### config.mk
export PLATFORM = sky130hd
export DESIGN_NAME = pwtm_ctrl
export DESIGN_NICKNAME = d
export VERILOG_FILES = /design/src/sv/pwtm_pkg.sv /design/src/sv/pwtm_ctrl.sv
export SDC_FILE = /design/constraint.sdc
export NUM_CORES = 1
export LEC_CHECK = 0
export BUFFER_PORTS_ARGS = -buffer_cell sky130_fd_sc_hd__buf_4
export CAP_MARGIN = 10
export CORE_MARGIN = 3
export CORE_UTILIZATION = 25
export CTS_BUF_LIST = sky130_fd_sc_hd__clkbuf_8
export CTS_CLUSTER_DIAMETER = 30
export DETAILED_ROUTE_END_ITERATION = 10
export GPL_TIMING_DRIVEN = 1
export PLACE_DENSITY = 0.5
export SLEW_MARGIN = 5
export SYNTH_ARGS = -nofsm -noshare
export SYNTH_HDL_FRONTEND = slang
export SYNTH_SLANG_ARGS = --single-unit
export TNS_END_PERCENT = 10
### constraint.sdc
create_clock -name i_clk -period 2.5 [get_ports i_clk]
set_input_delay 0.25 -clock i_clk [delete_from_list [all_inputs] [get_ports i_clk]]
set_output_delay 0.25 -clock i_clk [all_outputs]
set_load 0.02 [all_outputs]
### src/sv/pwtm_pkg.sv
package pwtm_pkg;

    // Block geometry
    localparam int VOICES      = 25;
    localparam int TABLE_DEPTH = 1024;
    localparam int FRAC_BITS   = 16;

    localparam int TABLE_AW = $clog2(TABLE_DEPTH);
    localparam int PHASE_W  = TABLE_AW + FRAC_BITS;
    localparam int VOICE_W  = (VOICES > 1) ? $clog2(VOICES) : 1;
    localparam int SAMPLE_W = 16;
    localparam int SUM_W    = SAMPLE_W + VOICE_W;
    localparam int DAC_W    = 12;

    // Mixing constants
    localparam int MIX_SHIFT  = 5;
    localparam int DAC_OFFSET = 2048;
    localparam int DAC_MAX    = 4095;

    // Pitch steps, stored in 16.16 form
    localparam int PITCH_COUNT = 25;
    localparam int STEP_FRAC   = 16;

    localparam logic [31:0] PITCH_STEP [PITCH_COUNT] = '{
        32'd908269,  32'd962280,  32'd1019500, 32'd1080123, 32'd1144350,
        32'd1212397, 32'd1284490, 32'd1360870, 32'd1441792, 32'd1527525,
        32'd1618357, 32'd1714592, 32'd1816543, 32'd1924561, 32'd2039001,
        32'd2160247, 32'd2288701, 32'd2424795, 32'd2568981, 32'd2721740,
        32'd2883584, 32'd3055051, 32'd3236713, 32'd3429178, 32'd3633088
    };

    typedef enum logic [0:0] {
        CMD_TICK = 1'b0,
        CMD_LOAD = 1'b1
    } t_cmd;

    typedef enum logic [1:0] {
        ST_IDLE,
        ST_SCAN,
        ST_DRAIN,
        ST_EMIT
    } t_state;

    // Controller to datapath
    typedef struct packed {
        logic               capture;
        logic               load;
        logic               step;
        logic [VOICE_W-1:0] voice;
        logic               emit;
    } t_dp_cmd;

    // Datapath to controller
    typedef struct packed {
        logic out_free;
    } t_dp_stat;

    // Per-voice phase increment in the accumulator's fixed-point format
    function automatic logic [PHASE_W-1:0] voice_step(input logic [VOICE_W-1:0] v);
        logic [31:0] s;
        s = '0;
        if (int'(v) < PITCH_COUNT) begin
            s = PITCH_STEP[int'(v)];
        end
        if (FRAC_BITS >= STEP_FRAC) begin
            s = s << (FRAC_BITS - STEP_FRAC);
        end else begin
            s = s >> (STEP_FRAC - FRAC_BITS);
        end
        return s[PHASE_W-1:0];
    endfunction

endpackage

### src/sv/pwtm_ctrl.sv
module pwtm_ctrl
    import pwtm_pkg::*;
(
    input  logic     i_clk,
    input  logic     i_rst_n,
    input  logic     i_in_valid,
    input  logic     i_command,
    input  t_dp_stat i_stat,
    output logic     o_in_stall,
    output t_dp_cmd  o_cmd
);

    t_state             r_state, n_state;
    logic [VOICE_W-1:0] r_voice, n_voice;
    logic               accept;
    logic               last_voice;

    assign accept     = i_in_valid && (r_state == ST_IDLE);
    assign last_voice = (r_voice == VOICE_W'(VOICES - 1));

    always_ff @(posedge i_clk) begin
        if (!i_rst_n) begin
            r_state <= ST_IDLE;
            r_voice <= '0;
        end else begin
            r_state <= n_state;
            r_voice <= n_voice;
        end
    end

    // Next state
    always_comb begin
        n_state = r_state;
        n_voice = r_voice;
        case (r_state)
            ST_IDLE: begin
                n_voice = '0;
                if (accept && (i_command == CMD_TICK)) begin
                    n_state = ST_SCAN;
                end
            end
            ST_SCAN: begin
                if (last_voice) begin
                    n_state = ST_DRAIN;
                end else begin
                    n_voice = r_voice + 1'b1;
                end
            end
            ST_DRAIN: begin
                n_state = ST_EMIT;
            end
            ST_EMIT: begin
                if (i_stat.out_free) begin
                    n_state = ST_IDLE;
                end
            end
            default: begin
                n_state = ST_IDLE;
            end
        endcase
    end

    // Outputs
    always_comb begin
        o_in_stall    = (r_state != ST_IDLE);
        o_cmd.capture = accept && (i_command == CMD_TICK);
        o_cmd.load    = accept && (i_command == CMD_LOAD);
        o_cmd.step    = (r_state == ST_SCAN);
        o_cmd.voice   = r_voice;
        o_cmd.emit    = (r_state == ST_EMIT) && i_stat.out_free;
    end

endmodule

==> reports/results.ini <==
[synth]
synth_flop_cell = dfxtp_1
synth_top_area_cell = dfxtp_1
yosysUniqueCellTypes = 20
syn_nets = 68
yosysWarnings = 0
async_reset_ff_share_pct = 0
synth.avg_cell_area_sq_um = 8.45
synth_top_area_share_pct = 29.1
seq_area_frac_synth_pct = 29.1
synth_edf_count = 0
synth_area_sq_um = 482
synthCells = 57
ys_top_cells_by_area = dfxtp_1 29%, ha_1 16%, mux2i_1 6.2%, nand3_1 6.2%, inv_1 6.2%
synth-seq-cells = 7

[routing]
ant_nets = 0
vias = 467
first_iter_violations = 6
viasPerCell = 4.72
drc = 0
dr.pass1.iters = 4
wl_per_cell_microns = 10.7
wl_microns = 1060

[pwr]
p_sw_uw = 225
combPwrFrac_pct = 45.0
power.share.clock_pct = 27.8
power_leakage_nw = 0.302
internal_power_uw = 340
p_per_area_nw_per_um2 = 857
peakVddDrop_mv = 0.443
p_seq_share_pct = 27.1
switching_share_pct = 39.8

[place]
dp_hpwl_microns = 798
placed_cells = 95
place_congestion = 0.716
place_ws_ns = 0.851
place.port_buffers = 14

[global_route]
grt_pass1_wl_microns = 1650
grt_overflow = 0
grt_usage_pct = 9.15
antenna_found_initial = 0
grt_max_degree = 14
grt_pass1_vias = 387

[layout]
final_util_pct = 37.4
diodes = 0
layoutNonFillerInstCount = 99
layout.nets = 86
drive_above_1_share_pct = 24.3
area_growth_pct = 36.9

[clocking]
post_cts_resized = 0
clk_pin_slew_worst_paths_ns = 0.04
clk_latency_ns = 0.23
cts_tree = built
post-cts-setup-buffers = 0
cts_hold_buf = 0
cts_num_sinks = 7
cts_root_buffer = clkbuf_8
htree_levels = 1
clock_path_buffers = 2
cts_made_buffers = 3

[timing]
slew_headroom_pct = 66.4
rsz0062_at_grt = false
final.setup_skew_ns = 0.000366
fin_crit_sh_pct = 65.8
max_freq_ghz = 0.608
slew_violations = 0
worst_slew_pin_slew_ns = 0.504
hold_slack_ns = 0.318
hold_violations = 0
final.setup.tns_ns = 0
layout_setup_ws_ns = 0.856
setup_violations = 0
period_needed_ns = 1.64

[worst_setup_path]
critPathKind = reg -> reg
path_max_fanout = 6
r2r-end = r_state[1]
critPathLaunchType = flip-flop
crit_path_cell_trace = inv_1 -> ha_1 -> nand4b_4 -> a222oi_1 -> mux2i_1
worstPathRequired_ns = 2.66
rr_startpoint = r_voice[0]
endpoint_kind = flip-flop
max_stage_delay_ns = 0.54
reg2reg_depth = 5
rrSetupSlack_ns = 0.86
crit_slowest_cell = a222oi_1
crit_arrival_ns = 1.80

[die]
die_area_sq_um = 2490
dieHeight_microns = 49.9
core_area_sq_um = 1760
boundaryPins = 15
die_w_microns = 49.9
rows = 15
initial_core_util_pct = 27.3

[min_path]
hold_path_depth = 3
whs_endpoint = r_state[0]
hp-start = i_rst_n
hp-class = in -> reg

[run_status]
status = complete, no violations

[run]
max_cap_violations = 0

per-layer routing:
metal	global-route usage (%)	part of all wire (%)
met1	9.26	45
met2	13.9	46
met3	6.95	7.9
met4	4.15	0.56
met5	0	0
worst max-delay path: cells and delay by family (launching register included):
family,cells,cell delay [ns]
compound gates,1,0.54
flops,1,0.35
mux,1,0.23
fa+ha+maj,1,0.22
simple gates,1,0.14
buf+inv,1,0.10
per-stage QoR:
stage | instance area [sq um] | power [mW]
after floorplan | 482 | 0.329
after global placement | 614 | 0.411
after detailed placement | 614 | 0.412
after CTS | 659 | 0.575
after global routing | 659 | 0.609
final | 659 | 0.565
flip-flops by register name, indices dropped and copies added, names as in the netlist:
register and cells:
r_voice 5, r_state 2
layout by cell type, fill, tap and decap left out, drive strengths merged:
| master | n |
|---|---|
| mux2i | 3 |
| nand3 | 6 |
| o21ai | 3 |
| a222oi | 1 |
| nand4b | 1 |
| nor3 | 2 |
| and3 | 1 |
| nand3b | 1 |
| dfxtp | 7 |
| a21oi | 4 |
| ha | 6 |
| a41oi | 2 |
| and2 | 1 |
| nand2 | 4 |
| clkbuf | 3 |
| o211ai | 2 |
| nor2 | 1 |
| and4b | 1 |
| nand2b | 2 |
| inv | 9 |
| buf | 14 |
worst max path at each step:
stage | cells past startpoint | end | start | slack, ns
2_1_floorplan | 5 | r_state[0] | r_voice[0] | 0.91
3_3_place_gp | 5 | r_state[1] | r_voice[0] | 0.85
3_5_place_dp | 5 | r_state[1] | r_voice[0] | 0.85
4_1_cts | 5 | r_state[1] | r_voice[0] | 0.83
5_1_grt | 5 | r_state[1] | r_voice[0] | 0.67
6_report | 5 | r_state[1] | r_voice[0] | 0.86
cell usage after synthesis (2+ instances only):
cell type and number:
inv_1 8, dfxtp_1 7, ha_1 6, nand3_1 6, a21oi_1 4, nand2_1 4
mux2i_1 3, o21ai_0 3, a41oi_1 2, nand2b_1 2, nor3_1 2, o211ai_1 2
power by group through the flow:
| stage | sequential (mW) | combinational, mW | clock, mW |
|---|---|---|---|
| floorplan | 0.158 | 0.171 | 0 |
| global placement | 0.156 | 0.255 | 0 |
| detailed placement | 0.156 | 0.256 | 0 |
| CTS | 0.154 | 0.257 | 0.164 |
| global route | 0.159 | 0.277 | 0.174 |
| finish | 0.153 | 0.254 | 0.157 |
area by class of cell:
| cell class | count | area (sq um) |
|---|---|---|
| clock buffers | 3 | 41.3 |
| clock inverters | 1 | 3.75 |
| inverters | 8 | 30.0 |
| multi-input cells | 41 | 308 |
| flip-flops and latches | 7 | 140 |
| well taps | 25 | 31.3 |
| repair buffers | 14 | 105 |
| fillers | 188 | 1100 |
logic make-up after synthesis:
| kind of cell | after synthesis | share of synthesized area, % |
|---|---|---|
| AO/OA/AOI/OAI | 12 | 16.1 |
| buffers and inverters | 9 | 7.01 |
| multiplexers | 3 | 6.23 |
| adder cells (fa/ha/maj) | 6 | 15.6 |
| AND/OR/NAND/NOR | 20 | 26.0 |
| flip-flops | 7 | 29.1 |
Note: power is estimated with default switching activity, not from simulation.
